<file path="src/hdl/cfr_pkg.sv">
// Package with types and constants of the command frame receiver.
package cfr_pkg;

   localparam int CmdWidth         = 3;
   localparam int ByteWidth        = 8;
   localparam int LenWidth         = 4;
   localparam int CountWidth       = 3;
   localparam int PayloadBytes     = 6;
   localparam int PayloadWidth     = PayloadBytes * ByteWidth;
   localparam int TickWidth        = 16;
   localparam int NumLenRegs       = 4;
   localparam int HeaderBytes      = 3;
   localparam int MinFrameLen      = 4;
   localparam int NumCommandsDflt  = 4;

   localparam int CsrIndexWidth    = 3;
   localparam int CsrDataWidth     = 16;

   localparam logic [CsrIndexWidth-1:0] CsrTimeout      = 3'd0;
   localparam logic [CsrIndexWidth-1:0] CsrFrameLenBase = 3'd1;

   localparam logic [TickWidth-1:0] TimeoutReset = 16'd10;

   typedef logic [NumLenRegs-1:0][LenWidth-1:0] len_table_type;

   localparam len_table_type LenTableReset = {4'd4, 4'd4, 4'd10, 4'd4};

   typedef enum logic [1:0] {
      PhIdle  = 2'd0,
      PhLenHi = 2'd1,
      PhLenLo = 2'd2,
      PhBody  = 2'd3
   } phase_type;

   typedef struct packed {
      logic                 mode;
      logic [ByteWidth-1:0] rx_byte;
   } item_type;

   typedef struct packed {
      logic [CmdWidth-1:0]     command;
      logic                    status;
      logic [CountWidth-1:0]   payload_count;
      logic [PayloadWidth-1:0] payload;
   } result_type;

endpackage

</file>
<file path="src/hdl/cfr_if.sv">
// Valid/ready channel interfaces for the request and result items.
interface cfr_req_if;
   logic                          valid;
   logic                          ready;
   logic                          mode;
   logic [cfr_pkg::ByteWidth-1:0] rx_byte;

   modport source (output valid, output mode, output rx_byte, input ready);
   modport sink   (input valid, input mode, input rx_byte, output ready);
endinterface

interface cfr_rsp_if;
   logic                             valid;
   logic                             ready;
   logic [cfr_pkg::CmdWidth-1:0]     command;
   logic                             status;
   logic [cfr_pkg::CountWidth-1:0]   payload_count;
   logic [cfr_pkg::PayloadWidth-1:0] payload;

   modport source (output valid, output command, output status, output payload_count,
                   output payload, input ready);
   modport sink   (input valid, input command, input status, input payload_count,
                   input payload, output ready);
endinterface

</file>
<file path="src/hdl/cfr_parser.sv">
// Frame parsing state and the per-item update of the command frame receiver.
module cfr_parser #(
   parameter int NUM_COMMANDS = cfr_pkg::NumCommandsDflt
) (
   input  logic                                  clock,
   input  logic                                  reset,
   input  logic                                  fire,
   input  cfr_pkg::item_type                     item,
   input  logic [cfr_pkg::TickWidth-1:0]         timeout,
   input  cfr_pkg::len_table_type                frame_len,
   output logic                                  res_valid,
   output cfr_pkg::result_type                   result
);
   import cfr_pkg::*;

   phase_type               phase_ff,  phase_in;
   logic [CmdWidth-1:0]     cmd_ff,    cmd_in;
   logic [ByteWidth-1:0]    len_hi_ff, len_hi_in;
   logic [LenWidth-1:0]     flen_ff,   flen_in;
   logic [LenWidth-1:0]     count_ff,  count_in;
   logic [ByteWidth-1:0]    sum_ff,    sum_in;
   logic [PayloadWidth-1:0] payload_ff, payload_in;
   logic [TickWidth-1:0]    ticks_ff,  ticks_in;

   logic [TickWidth-1:0]    ticks_inc;
   logic                    is_cmd;
   logic [LenWidth-1:0]     req_len;
   logic [2*ByteWidth:0]    total;
   logic                    len_ok;
   logic                    last;
   logic [LenWidth-1:0]     pcount_raw;
   logic [CountWidth-1:0]   pcount_sat;

   assign ticks_inc  = (ticks_ff != '1) ? ticks_ff + 1'b1 : ticks_ff;
   assign is_cmd     = (item.rx_byte != '0) && (item.rx_byte <= ByteWidth'(NUM_COMMANDS));
   assign total      = {1'b0, len_hi_ff, item.rx_byte} + (2*ByteWidth+1)'(HeaderBytes);
   assign len_ok     = (req_len >= LenWidth'(MinFrameLen)) &&
                       (total == (2*ByteWidth+1)'(req_len));
   assign last       = ({1'b0, count_ff} + 5'd1) >= {1'b0, flen_ff};
   assign pcount_raw = count_ff - LenWidth'(HeaderBytes);
   assign pcount_sat = (pcount_raw > LenWidth'(PayloadBytes)) ? CountWidth'(PayloadBytes)
                                                               : pcount_raw[CountWidth-1:0];

   always_comb begin
      req_len = '0;
      for (int i = 0; i < NumLenRegs; i++) begin
         if (cmd_ff == CmdWidth'(i + 1)) begin
            req_len = frame_len[i];
         end
      end
   end

   always_comb begin
      phase_in = phase_ff;
      if (item.mode) begin
         if (phase_ff != PhIdle && ticks_inc >= timeout) begin
            phase_in = PhIdle;
         end
      end else begin
         unique case (phase_ff)
            PhIdle: begin
               if (is_cmd) begin
                  phase_in = PhLenHi;
               end
            end
            PhLenHi: begin
               phase_in = PhLenLo;
            end
            PhLenLo: begin
               phase_in = len_ok ? PhBody : PhIdle;
            end
            PhBody: begin
               if (last) begin
                  phase_in = PhIdle;
               end
            end
            default: begin
               phase_in = PhIdle;
            end
         endcase
      end
   end

   always_comb begin
      cmd_in     = cmd_ff;
      len_hi_in  = len_hi_ff;
      flen_in    = flen_ff;
      count_in   = count_ff;
      sum_in     = sum_ff;
      payload_in = payload_ff;
      ticks_in   = ticks_ff;
      res_valid  = 1'b0;
      result.command       = cmd_ff;
      result.status        = (item.rx_byte != ~sum_ff);
      result.payload_count = pcount_sat;
      result.payload       = payload_ff;
      if (item.mode) begin
         if (phase_ff != PhIdle) begin
            ticks_in = ticks_inc;
         end
      end else begin
         ticks_in = '0;
         unique case (phase_ff)
            PhIdle: begin
               if (is_cmd) begin
                  cmd_in     = item.rx_byte[CmdWidth-1:0];
                  sum_in     = item.rx_byte;
                  count_in   = LenWidth'(1);
                  len_hi_in  = '0;
                  flen_in    = '0;
                  payload_in = '0;
               end
            end
            PhLenHi: begin
               len_hi_in = item.rx_byte;
               sum_in    = sum_ff + item.rx_byte;
               count_in  = LenWidth'(2);
            end
            PhLenLo: begin
               if (len_ok) begin
                  flen_in  = req_len;
                  sum_in   = sum_ff + item.rx_byte;
                  count_in = LenWidth'(HeaderBytes);
               end
            end
            PhBody: begin
               if (last) begin
                  res_valid = 1'b1;
               end else begin
                  for (int i = 0; i < PayloadBytes; i++) begin
                     if (pcount_raw == LenWidth'(i)) begin
                        payload_in[(PayloadBytes-1-i)*ByteWidth +: ByteWidth] = item.rx_byte;
                     end
                  end
                  sum_in   = sum_ff + item.rx_byte;
                  count_in = count_ff + 1'b1;
               end
            end
            default: begin
               res_valid = 1'b0;
            end
         endcase
      end
   end

   always_ff @(posedge clock) begin
      if (reset) begin
         phase_ff   <= PhIdle;
         cmd_ff     <= '0;
         len_hi_ff  <= '0;
         flen_ff    <= '0;
         count_ff   <= '0;
         sum_ff     <= '0;
         payload_ff <= '0;
         ticks_ff   <= '0;
      end else if (fire) begin
         phase_ff   <= phase_in;
         cmd_ff     <= cmd_in;
         len_hi_ff  <= len_hi_in;
         flen_ff    <= flen_in;
         count_ff   <= count_in;
         sum_ff     <= sum_in;
         payload_ff <= payload_in;
         ticks_ff   <= ticks_in;
      end
   end

endmodule

</file>
<file path="src/hdl/command_frame_receiver.sv">
// Top level of the command frame receiver: input register, parser and result register.
// An item is registered at acceptance and parsed once the result register is free;
// the result of a frame's last byte is then registered in the result register.
// Throughput is one item per cycle, limited only by the result register draining.
// Synchronous reset empties both registers, returns the parser to idle and restores
// the configuration registers to their default values.
module command_frame_receiver #(
   parameter int NUM_COMMANDS = cfr_pkg::NumCommandsDflt
) (
   input  logic                                 clock,
   input  logic                                 reset,
   cfr_req_if.sink                              req_ch,
   cfr_rsp_if.source                            rsp_ch,
   input  logic                                 csr_we,
   input  logic [cfr_pkg::CsrIndexWidth-1:0]    csr_index,
   input  logic [cfr_pkg::CsrDataWidth-1:0]     csr_wdata
);
   import cfr_pkg::*;

   logic                 in_valid_ff;
   item_type             item_ff;
   logic                 rsp_valid_ff;
   result_type           result_ff;
   logic [TickWidth-1:0] timeout_ff;
   len_table_type        frame_len_ff;

   logic                 out_free;
   logic                 fire;
   logic                 res_valid;
   result_type           result;

   assign out_free     = !rsp_valid_ff || rsp_ch.ready;
   assign fire         = in_valid_ff && out_free;
   assign req_ch.ready = !in_valid_ff || out_free;

   always_ff @(posedge clock) begin
      if (reset) begin
         in_valid_ff <= 1'b0;
      end else if (req_ch.valid && req_ch.ready) begin
         in_valid_ff <= 1'b1;
      end else if (fire) begin
         in_valid_ff <= 1'b0;
      end
   end

   always_ff @(posedge clock) begin
      if (req_ch.valid && req_ch.ready) begin
         item_ff.mode    <= req_ch.mode;
         item_ff.rx_byte <= req_ch.rx_byte;
      end
   end

   always_ff @(posedge clock) begin
      if (reset) begin
         timeout_ff   <= TimeoutReset;
         frame_len_ff <= LenTableReset;
      end else if (csr_we) begin
         if (csr_index == CsrTimeout) begin
            timeout_ff <= csr_wdata[TickWidth-1:0];
         end
         for (int i = 0; i < NumLenRegs; i++) begin
            if (csr_index == CsrFrameLenBase + CsrIndexWidth'(i)) begin
               frame_len_ff[i] <= csr_wdata[LenWidth-1:0];
            end
         end
      end
   end

   cfr_parser #(
      .NUM_COMMANDS (NUM_COMMANDS)
   ) u_parser (
      .clock     (clock),
      .reset     (reset),
      .fire      (fire),
      .item      (item_ff),
      .timeout   (timeout_ff),
      .frame_len (frame_len_ff),
      .res_valid (res_valid),
      .result    (result)
   );

   always_ff @(posedge clock) begin
      if (reset) begin
         rsp_valid_ff <= 1'b0;
      end else if (fire) begin
         rsp_valid_ff <= res_valid;
      end else if (rsp_ch.ready) begin
         rsp_valid_ff <= 1'b0;
      end
   end

   always_ff @(posedge clock) begin
      if (fire && res_valid) begin
         result_ff <= result;
      end
   end

   assign rsp_ch.valid         = rsp_valid_ff;
   assign rsp_ch.command       = result_ff.command;
   assign rsp_ch.status        = result_ff.status;
   assign rsp_ch.payload_count = result_ff.payload_count;
   assign rsp_ch.payload       = result_ff.payload;

endmodule

</file>
<file path="src/flat_wrapper.sv">
// flat-port wrapper written by rule: the top's interface ports become plain ports
module command_frame_receiver_flat import cfr_pkg::*;
#(
   parameter int NUM_COMMANDS = cfr_pkg::NumCommandsDflt
)
  (clock, reset, csr_we, csr_index, csr_wdata, req_ch_valid, req_ch_mode, req_ch_rx_byte, req_ch_ready, rsp_ch_valid, rsp_ch_command, rsp_ch_status, rsp_ch_payload_count, rsp_ch_payload, rsp_ch_ready);
  cfr_req_if req_ch_i ();
  cfr_rsp_if rsp_ch_i ();
  input  logic clock;
  input  logic reset;
  input  logic csr_we;
  input  logic [cfr_pkg::CsrIndexWidth-1:0] csr_index;
  input  logic [cfr_pkg::CsrDataWidth-1:0] csr_wdata;
  input wire logic [$bits(req_ch_i.valid)-1:0] req_ch_valid;
  input wire logic [$bits(req_ch_i.mode)-1:0] req_ch_mode;
  input wire logic [$bits(req_ch_i.rx_byte)-1:0] req_ch_rx_byte;
  output wire logic [$bits(req_ch_i.ready)-1:0] req_ch_ready;
  output wire logic [$bits(rsp_ch_i.valid)-1:0] rsp_ch_valid;
  output wire logic [$bits(rsp_ch_i.command)-1:0] rsp_ch_command;
  output wire logic [$bits(rsp_ch_i.status)-1:0] rsp_ch_status;
  output wire logic [$bits(rsp_ch_i.payload_count)-1:0] rsp_ch_payload_count;
  output wire logic [$bits(rsp_ch_i.payload)-1:0] rsp_ch_payload;
  input wire logic [$bits(rsp_ch_i.ready)-1:0] rsp_ch_ready;
  assign req_ch_i.valid = req_ch_valid;
  assign req_ch_i.mode = req_ch_mode;
  assign req_ch_i.rx_byte = req_ch_rx_byte;
  assign req_ch_ready = req_ch_i.ready;
  assign rsp_ch_valid = rsp_ch_i.valid;
  assign rsp_ch_command = rsp_ch_i.command;
  assign rsp_ch_status = rsp_ch_i.status;
  assign rsp_ch_payload_count = rsp_ch_i.payload_count;
  assign rsp_ch_payload = rsp_ch_i.payload;
  assign rsp_ch_i.ready = rsp_ch_ready;
  command_frame_receiver #(.NUM_COMMANDS(NUM_COMMANDS)) u_core (.clock(clock), .reset(reset), .req_ch(req_ch_i), .rsp_ch(rsp_ch_i), .csr_we(csr_we), .csr_index(csr_index), .csr_wdata(csr_wdata));
endmodule
</file>
<file path="config.mk">
export PLATFORM = sky130hd
export DESIGN_NAME = command_frame_receiver_flat
export DESIGN_NICKNAME = d
export VERILOG_FILES = /design/src/hdl/cfr_pkg.sv /design/src/hdl/cfr_if.sv /design/src/hdl/cfr_parser.sv /design/src/hdl/command_frame_receiver.sv /design/src/flat_wrapper.sv
export SDC_FILE = /design/constraint.sdc
export NUM_CORES = 1
export LEC_CHECK = 0
export BUFFER_PORTS_ARGS = -buffer_cell sky130_fd_sc_hd__buf_2
export CAP_MARGIN = 20
export CORE_MARGIN = 2
export CORE_UTILIZATION = 45
export DETAILED_ROUTE_END_ITERATION = 6
export PLACE_DENSITY = 0.6
export SYNTH_ARGS = -nofsm -noshare
export SYNTH_HDL_FRONTEND = slang
export SYNTH_SLANG_ARGS = --single-unit
</file>
<file path="constraint.sdc">
create_clock -name clock -period 13.13 [get_ports clock]
set_input_delay 0.6565 -clock clock [delete_from_list [all_inputs] [get_ports clock]]
set_output_delay 0.6565 -clock clock [all_outputs]
set_load 0.05 [all_outputs]
</file>
---- Word level (Yosys, flattened, before mapping) ----
Index checks and enable logic that the tools add are counted.
W data, S select, Z words.
storage, ports and cells
  register bits ........................... 191
  logic and storage cells ................. 150
  input bits .............................. 33
  output and inout bits ................... 57
operators by class
  magnitude comparators ................... 5
  equal/unequal tests ..................... 32
  reduce and logical (&&, ||, !) cells .... 37
  bitwise operators ....................... 2
  multiplexer cells ....................... 42
  $add $sub $neg .......................... 6
operator list
  kind                     count
  $mux W48                 2
  $pmux W48 S2             1
  $mux W8                  10
  $mux W16                 3
  $mux W4                  9
  $reduce_and A6 Y1        6
  $pmux W8 S4              1
  $ne A2 B2 Y1 const B     11
  $add A16 B2 Y17 const B  1
  $eq A17 B4 Y1            1
  $add A16 B1 Y16 const B  1
  $ge A16 B16 Y1           1
  $ne A16 B16 Y1 const B   1
  $pmux W4 S4              1
  $pmux W8 S2              1
  $eq A3 B2 Y1 const B     4
  $reduce_and A2 Y1        6
  $reduce_and A4 Y1        3
  $reduce_bool A2 Y1       6
  $mux W2                  5
  $reduce_and A5 Y1        2
  $add A8 B8 Y8            1
  $eq A4 B2 Y1 const B     2
  $eq A4 B3 Y1 const B     2
  other kinds (26)         43

---- Logic depth before layout (Yosys ltp) ----
Gate-level depths: netlist (run 1).
  depth in word-level cells ............... 10
  depth in mapped cells ................... 15

---- Cells and area by module ----
Synthesis (run 1) repeated with hierarchy kept, for this count alone.
unflattened totals
  cell total of the unflattened synthesis .. 874
  area, all modules ....................... 8,996.1 µm²
by module, submodules not included
  module                  instances  cells an instance  area each (µm²)  seq. area each (µm²)
  cfr_parser              1          668                5,609.1          1,861.8
  command_frame_receiver  1          206                3,387.0          2,602.5

---- Worst setup path after synthesis (run 1) ----
No wires, ideal clock.
  path type ............................... register -> register
  from .................................... reg u_core.u_parser.count_ff[0]
  to ...................................... reg u_core.result_ff, in the netlist u_core.rsp_ch.command[0] (enable)
  stages on the path, launching flop included .. 9
  data arrival time ....................... 6.771 ns
  period minus slack after synthesis ...... 7.378 ns
  library setup time ...................... 0.607 ns
  data required time ...................... 12.523 ns
  setup slack ............................. 5.752 ns
  buffers on the path ..................... 1
  path through ............................ dfxtp_1 -> ha_1 -> clkbuf_1 -> xor2_1 -> ha_1 -> inv_1 -> o21bai_1 -> a21oi_1 -> nor4_1
on the way
  longest elaborated chain between the ends .. 6
ends and longest elaborated chain
  what                      RTL line                      RTL
  start: declaration        cfr_parser.sv:20              logic [LenWidth-1:0] count_ff, count_in;
  start signal: assignment  cfr_parser.sv:161             count_ff <= count_in;
  $add A4 B1 Y5             cfr_parser.sv:39              assign last = ({1'b0, count_ff} + 5'd1) >= {1'b0, flen_ff};
  $ge A5 B4 Y1              cfr_parser.sv:39
  $mux W1                   cfr_parser.sv:127             if (last) begin
  $mux W1                   cfr_parser.sv:103             unique case (phase_ff)
  $mux W1                   cfr_parser.sv:97              if (item.mode) begin
  $logic_and A1 B1 Y1       command_frame_receiver.sv:93  if (fire && res_valid) begin
  end signal: assignment    command_frame_receiver.sv:94  result_ff <= result;
  end: declaration          command_frame_receiver.sv:23  result_type result_ff;
Every way passes these cells.
A chain may end at the register's enable or synchronous reset.

---- Final worst setup path (run 1) ----
  from .................................... reg u_core.u_parser.ticks_ff[0]
  to ...................................... reg u_core.u_parser.phase_ff[1]
on the way
  longest elaborated chain between the ends .. 6
ends and longest elaborated chain
  what                                               RTL line           RTL
  start: declaration                                 cfr_parser.sv:23   logic [TickWidth-1:0] ticks_ff, ticks_in;
  start signal: assignment                           cfr_parser.sv:164  ticks_ff <= ticks_in;
  $add A16 B1 Y16 or $ne A16 B16 Y1 (tied branches)  cfr_parser.sv:34   assign ticks_inc = (ticks_ff != '1) ? ticks_ff + 1'b1 : ticks_ff;
  $mux W16 (*)                                       cfr_parser.sv:34
  $ge A16 B16 Y1 (*)                                 cfr_parser.sv:56   if (phase_ff != PhIdle && ticks_inc >= timeout) begin
  $logic_and A1 B1 Y1 (*)                            cfr_parser.sv:56
  $ne A2 B2 Y1 (no source line) (*)                  -
  $reduce_and A4 Y1 (no source line) (*)             -
  end signal: assignment                             cfr_parser.sv:148  phase_ff <= PhIdle;
  end signal: assignment                             cfr_parser.sv:157  phase_ff <= phase_in;
  end: declaration                                   cfr_parser.sv:16   phase_type phase_ff, phase_in;
Mark *: on every way between the ends. The rest lies on a longest branch, timed or not.

==> reports/qor.yml, run 1 <==
status:
  status: "complete, no violations"
sta:
  period_share_pct: 29.1
  period_needed_ns: 3.82
  max_slew_margin_pct: 38.9
  tightest_slew_ns: 0.913
  tns_ns: 0
  fmax_mhz: 261
  holdWs_ns: 0.387
  drv_slew: 0
  hold_viol: 0
  setup_viol: 0
  clock-skew-final_ns: 0.0210
  rsz0062_at_grt: "no"
pwr:
  leakage_nw: 3.82
  ir_drop_uv: 87.4
  power.density_nw_per_um2: 116
clocking:
  cts_hold_buffers: 0
  clkTransAtPathRegs_ns: 0.08
  clk_latency_ns: 0.45
  clock_sinks: 191
  cts_resized: 0
  cts_setup_buffers: 0
  cts_buffers: 17
  clockBufferDepth: 2
  clockRootBuffer: "clkbuf_16"
  cts_tree: "done"
  cts_max_level: 4
worst_setup_path:
  arrival_ns: 4.19
  crit_slowest_cell: "or3_1"
  critPathTopFamily: "simple AND/OR/NAND/NOR gates"
  rrSetupSlack_ns: 9.31
  crit_path_max_incr_delay_ns: 0.59
  r2r_start: "u_core.u_parser.ticks_ff[0]$_SDFFE_PP0P_"
  cp-end-kind: "register"
  required_ns: 13.49
  r2r-end: "u_core.u_parser.phase_ff[1]$_SDFFE_PP0P_"
  crit_path_max_fanout: 11
  worstSetupStartpointType: "register"
  cp_cell_sequence: "ha_1, nand4_1, or4_1, or3_1, nand3_1, xnor2_1, ha_1, a21o_1, a21o_1, a2111oi_0, a211o_1, o211ai_1, o21ai_0"
  path_buf_inv: 0
  reg2regPathDepth: 13
  crit_type: "reg -> reg"
global_routing:
  grt_pass1_vias: 6235
  grt.total_usage_pct: 20.1
  grt_max_degree: 57
  antenna_found_initial: 0
  grt_overflow_total: 0
  grt_first_pass_wirelength_um: 32800
logic_synthesis:
  async_reset_ff_share_pct: 0
  synthTopCellsByCount: "dfxtp_1, nand2_1, a21oi_1, nor2_1, edfxtp_1"
  synth-edff-count: 64
  ys_top_cells_by_area: "dfxtp_1, edfxtp_1, a21oi_1"
  syn_nets: 996
  ys_ff_latch: 191
  synthFlopType: "dfxtp_1"
  synth_top_area_share_pct: 28.6
  synth.distinct_cells: 69
  synth_seq_area_share_pct: 50.3
  ys_warn_count: 0
  yosysTopAreaCell: "dfxtp_1"
  synth_area_um2: 8870
  syn_inst: 928
  synthMostInstantiatedCell: "dfxtp_1"
  syn_avg_cell_area_um2: 9.56
placement:
  port_buffers: 89
  dpl.hpwl_um: 13600
  place_area_um2: 9510
  dp.cells: 1236
  gp_congestion: 0.878
hold_path:
  min_path_type: "in -> reg"
  timing.hold.worst_path_depth: 1
  hold_start: "req_ch_rx_byte[4]"
  whs_endpoint: "u_core.item_ff[4]$_DFFE_PP_"
drt:
  dr.first_iter.drc_count: 455
  ant_nets: 0
  wl_per_cell_um: 15.9
  routed_via_density: 5.36
  drt-total-wl_um: 20100
  vias: 6795
  drt_pass1_iterations: 5
  route.detailed.drc: 0
cells_and_area:
  seq_area_um2: 4460
  area_growth_pct: 14.1
  instances_no_fill: 1268
  antennaDiodeCount: 0
  multiInputGateArea_um2: 4080
  drive_gt1_share_pct: 14.5
  final_nets: 1058
  finish.instance_area_um2: 10100
  num-fill-cells: 1810
floorplan:
  dieWidth_um: 144
  fp.dieH_um: 144
  rows: 51
  start_util_pct: 45.7
  die_area_um2: 20900
  coreArea_um2: 19400
  io_pins: 90
job:
  drv_cap: 0
logic make-up (layout without fill, tap and decap cells):
family          count (synthesis)  after routing  share of synthesized area, %
buf+inv                        91            166                          3.88
xor+xnor                       23             23                          2.27
flops                         191            191                          50.3
compound gates                239            239                          17.1
fa+ha+maj                      35             35                          5.02
simple gates                  304            304                          16.3
mux                            45             45                          5.17
report_power, final:
part	switching [W]	internal [W]	total (W)
sequential	0.00000590	0.000611	0.000616
clock	0.000265	0.000260	0.000525
combinational	0.0000228	0.0000134	0.0000362
total	0.000294	0.000884	0.00118
worst max-delay path by stage:
stage / start / slack [ns] / to / cells after the start
after global routing: u_core.u_parser.ticks_ff[0]$_SDFFE_PP0P_ / 8.98 / u_core.u_parser.phase_ff[1]$_SDFFE_PP0P_ / 13
after CTS: u_core.u_parser.ticks_ff[0]$_SDFFE_PP0P_ / 9.32 / u_core.u_parser.phase_ff[1]$_SDFFE_PP0P_ / 13
after global placement: u_core.u_parser.ticks_ff[0]$_SDFFE_PP0P_ / 9.48 / u_core.u_parser.phase_ff[0]$_SDFFE_PP0P_ / 13
after floorplan: u_core.u_parser.count_ff[0]$_SDFFE_PP0P_ / 5.75 / u_core.rsp_ch.command[0]$_DFFE_PP_ / 8
final: u_core.u_parser.ticks_ff[0]$_SDFFE_PP0P_ / 9.31 / u_core.u_parser.phase_ff[1]$_SDFFE_PP0P_ / 13
after detailed placement: u_core.u_parser.ticks_ff[0]$_SDFFE_PP0P_ / 9.37 / u_core.u_parser.phase_ff[1]$_SDFFE_PP0P_ / 13
metrics by stage:
stage          utilization [%]  total power, W  worst slack, ns
5_1_grt                   52.2         0.00122             8.98
3_5_place_dp              49.0        0.000667             9.37
6_report                  52.2         0.00118             9.31
3_3_place_gp              49.0        0.000667             9.48
4_1_cts                   52.2         0.00119             9.32
2_1_floorplan                -        0.000653             5.75
sequential cells by signal, summed over array words and instances, names as in the netlist:
register and count:
u_core.frame_len_ff 16, u_core.in_valid_ff 1, u_core.item_ff 9, u_core.rsp_ch.command 3
u_core.rsp_ch.payload 48, u_core.rsp_ch.payload_count 3, u_core.rsp_ch.status 1, u_core.rsp_ch.valid 1
u_core.timeout_ff 16, u_core.u_parser.cmd_ff 3, u_core.u_parser.count_ff 4, u_core.u_parser.flen_ff 4
u_core.u_parser.len_hi_ff 8, u_core.u_parser.payload_ff 48, u_core.u_parser.phase_ff 2, u_core.u_parser.sum_ff 8
u_core.u_parser.ticks_ff 16
final cells by class:
cell class              count  area share (%)
clock buffers              17            4.20
clock inverters            15            1.93
inverters                  40            1.48
multi-input cells         646            40.2
flip-flops and latches    191            44.1
well taps                 265            3.27
repair buffers             94            4.79
worst register-to-register path: stages (launching register included):
cell	delay [ns]
dfxtp_1	0.46
ha_1	0.25
nand4_1	0.12
or4_1	0.50
or3_1	0.59
nand3_1	0.20
xnor2_1	0.14
ha_1	0.27
a21o_1	0.18
a21o_1	0.16
a2111oi_0	0.40
a211o_1	0.19
o211ai_1	0.11
o21ai_0	0.18
cells in the final DEF (no fill, tap or decap), types with 11 or more instances in the layout:
cell type  netlist  layout
inv_1           40      40
o21ai_0         52      52
nand2_1        114     114
nor2b_1         12      12
o211ai_1        14      14
a31oi_1         12      12
buf_2            2      88
and3_1          11      11
dfxtp_1        127     127
a21oi_1         89      89
nor3_1          15      15
mux2i_1         41      41
xnor2_1         18      18
ha_1            34      34
edfxtp_1        64      64
nand3_1         18      18
clkbuf_16        0      17
nand4_1         11      11
nor2_1          77      77
per-layer routing:
metal  vias to the layer above  part of all wire, %  track usage (%)
met5                         -                    0                0
met4                         0                  1.3             5.83
met3                        20                  4.8             3.38
met2                       182                   45             31.5
met1                      3141                   49             28.8
li1                       3452                    -                -
Power figures use the tool's default switching activity.
==> inputs of run 2 (changes only) <==
==> constraint.sdc (replaced) <==
create_clock -name clock -period 3.7 [get_ports clock]
set_input_delay 0.185 -clock clock [delete_from_list [all_inputs] [get_ports clock]]
set_output_delay 0.185 -clock clock [all_outputs]
set_load 0.05 [all_outputs]
==> run 2 against run 1 <==
  * Combinational power grew to 4.5 times the previous value
  * Flip-flop and latch count stayed put
  * Sequential power grew to 3.5 times the previous value
  * Sequential share of layout area is 1.6 points lower
  * Clock-buffer cell count stayed put
  * Die area stayed put
  * Critical path depth is 1 higher
  * Critical path type unchanged
  * Highest routed layer unchanged
==> reports/qor.yml, run 2 (synthesized netlist as in run 1, its figures left out) <==
status:
  status: "complete, no violations"
cells_and_area:
  instances_no_fill: 1307
  finish.instance_area_um2: 10500
  antennaDiodeCount: 0
  final_cell_mix: "dfxtp_1, nand2_1, a21oi_1, buf_2, nor2_1"
  num-fill-cells: 1824
  final_nets: 1097
  layout_commonest_cell: "dfxtp_1"
  drive_gt1_share_pct: 16.2
  area_growth_pct: 18.7
floorplan:
  coreArea_um2: 19400
  fp.dieH_um: 144
  dieWidth_um: 144
  die_area_um2: 20900
  start_util_pct: 45.7
  rows: 51
  io_pins: 90
placement:
  dpl.hpwl_um: 14100
  gp_congestion: 0.864
  dp.cells: 1253
  port_buffers: 89
  place_area_um2: 9670
global_routing:
  grt_overflow_total: 0
  grt_first_pass_wirelength_um: 33300
  grt_max_degree: 59
  antenna_found_initial: 0
  grt_pass1_vias: 6276
  grt.total_usage_pct: 20.4
drt:
  ant_nets: 0
  vias: 6997
  dr.first_iter.drc_count: 469
  routed_via_density: 5.35
  drt-total-wl_um: 20600
  route.detailed.drc: 0
  drt_pass1_iterations: 5
  wl_per_cell_um: 15.8
pwr:
  p_sw_share_pct: 24.1
  combinationalPowerShare_pct: 3.8
  power.density_nw_per_um2: 403
  pwr-share-seq_pct: 51.4
  leakage_nw: 4.01
  p_int_w: 0.00322
  power_switching_w: 0.00102
  ir_drop_uv: 323
  p_clk_share_pct: 44.8
worst_setup_path:
  crit_type: "reg -> reg"
  arrival_ns: 3.74
  required_ns: 4.01
  worstSetupStartpointType: "register"
  cp-end-kind: "register"
  r2r_start: "u_core.u_parser.ticks_ff[0]$_SDFFE_PP0P_"
  crit_path_max_fanout: 7
  crit_start: "u_core.u_parser.ticks_ff[0]$_SDFFE_PP0P_"
sta:
  setup_viol: 0
  hold_viol: 0
  fmax_mhz: 292
  clock-skew-final_ns: 0.0114
  tightest_slew_ns: 0.874
  period_needed_ns: 3.43
  rsz0062_at_grt: "no"
  tns_ns: 0
  holdWs_ns: 0.0435
  period_share_pct: 92.6
  max_slew_margin_pct: 41.7
  drv_slew: 0
clocking:
  clk_latency_ns: 0.44
  clkTransAtPathRegs_ns: 0.08
  clock_sinks: 191
  cts_setup_buffers: 0
  cts_max_level: 4
  clockRootBuffer: "clkbuf_16"
  clockBufferDepth: 2
  cts_tree: "done"
  cts_buffers: 17
hold_path:
  hold_start: "csr_wdata[2]"
  min_path_type: "in -> reg"
job:
  drv_cap: 0
==> run 2: timing repair <==
action,4_1_cts,5_1_grt
gates resized for setup,0,5
hold buffers,22,0
hold endpoints to repair,22,0
setup endpoints to repair,0,2
==> run 2: area by class of cell <==
cell class	instances	area, um2	area share (%)
flip-flops and latches	191	4470	42.5
multi-input cells	646	4100	38.9
repair buffers	133	846	8.03
clock buffers	17	425	4.04
well taps	265	332	3.15
clock inverters	15	208	1.97
inverters	40	150	1.43
==> run 2: power groups by stage <==
| stage | sequential, W | clock [W] | combinational (W) |
|---|---|---|---|
| floorplan | 0.00222 | 0 | 0.0000939 |
| global placement | 0.00223 | 0 | 0.000143 |
| detailed placement | 0.00223 | 0 | 0.000143 |
| CTS | 0.00218 | 0.00194 | 0.000161 |
| global route | 0.00218 | 0.00203 | 0.000178 |
| finish | 0.00218 | 0.00190 | 0.000162 |
==> run 2: stage by stage <==
step	util (%)	setup slack [ns]	total power, W
after floorplan	-	0.00303	0.00232
after global placement	49.8	0.174	0.00237
after detailed placement	49.8	0.128	0.00237
after CTS	54.2	0.0855	0.00428
after global routing	54.3	0.0439	0.00439
final	54.3	0.273	0.00424
==> run 2: path summary, 6_finish.rpt <==
check	end	slack, ns	cells past startpoint
setup / recovery	u_core.u_parser.phase_ff[0]$_SDFFE_PP0P_	0.27	14
hold / removal	u_core.frame_len_ff[10]$_SDFFE_PP1P_	0.04	3
hold reg to reg	u_core.rsp_ch.payload[7]$_DFFE_PP_	0.43	0
setup reg to reg	u_core.u_parser.phase_ff[0]$_SDFFE_PP0P_	0.27	14
==> run 2: layer usage <==
metal	track usage, %	vias to the layer above	share of wire, %	wire (um)
li1	-	3549	-	-
met1	30.0	3247	50	10300
met2	30.8	178	44	9120
met3	3.11	23	4.4	909
met4	6.18	0	1.3	274
met5	0	-	0	0
==> run 2: worst max-delay path, stage by stage (launching register included) <==
cell and delay, ns:
dfxtp_2 0.40, ha_1 0.22, nand4_1 0.13, or4_4 0.46, or3_4 0.44, buf_4 0.18
xnor2_1 0.13, ha_1 0.27, nand2b_1 0.09, a21o_1 0.12, a211oi_1 0.06, or3_1 0.34
a211o_1 0.27, o211ai_1 0.11, o21ai_0 0.09
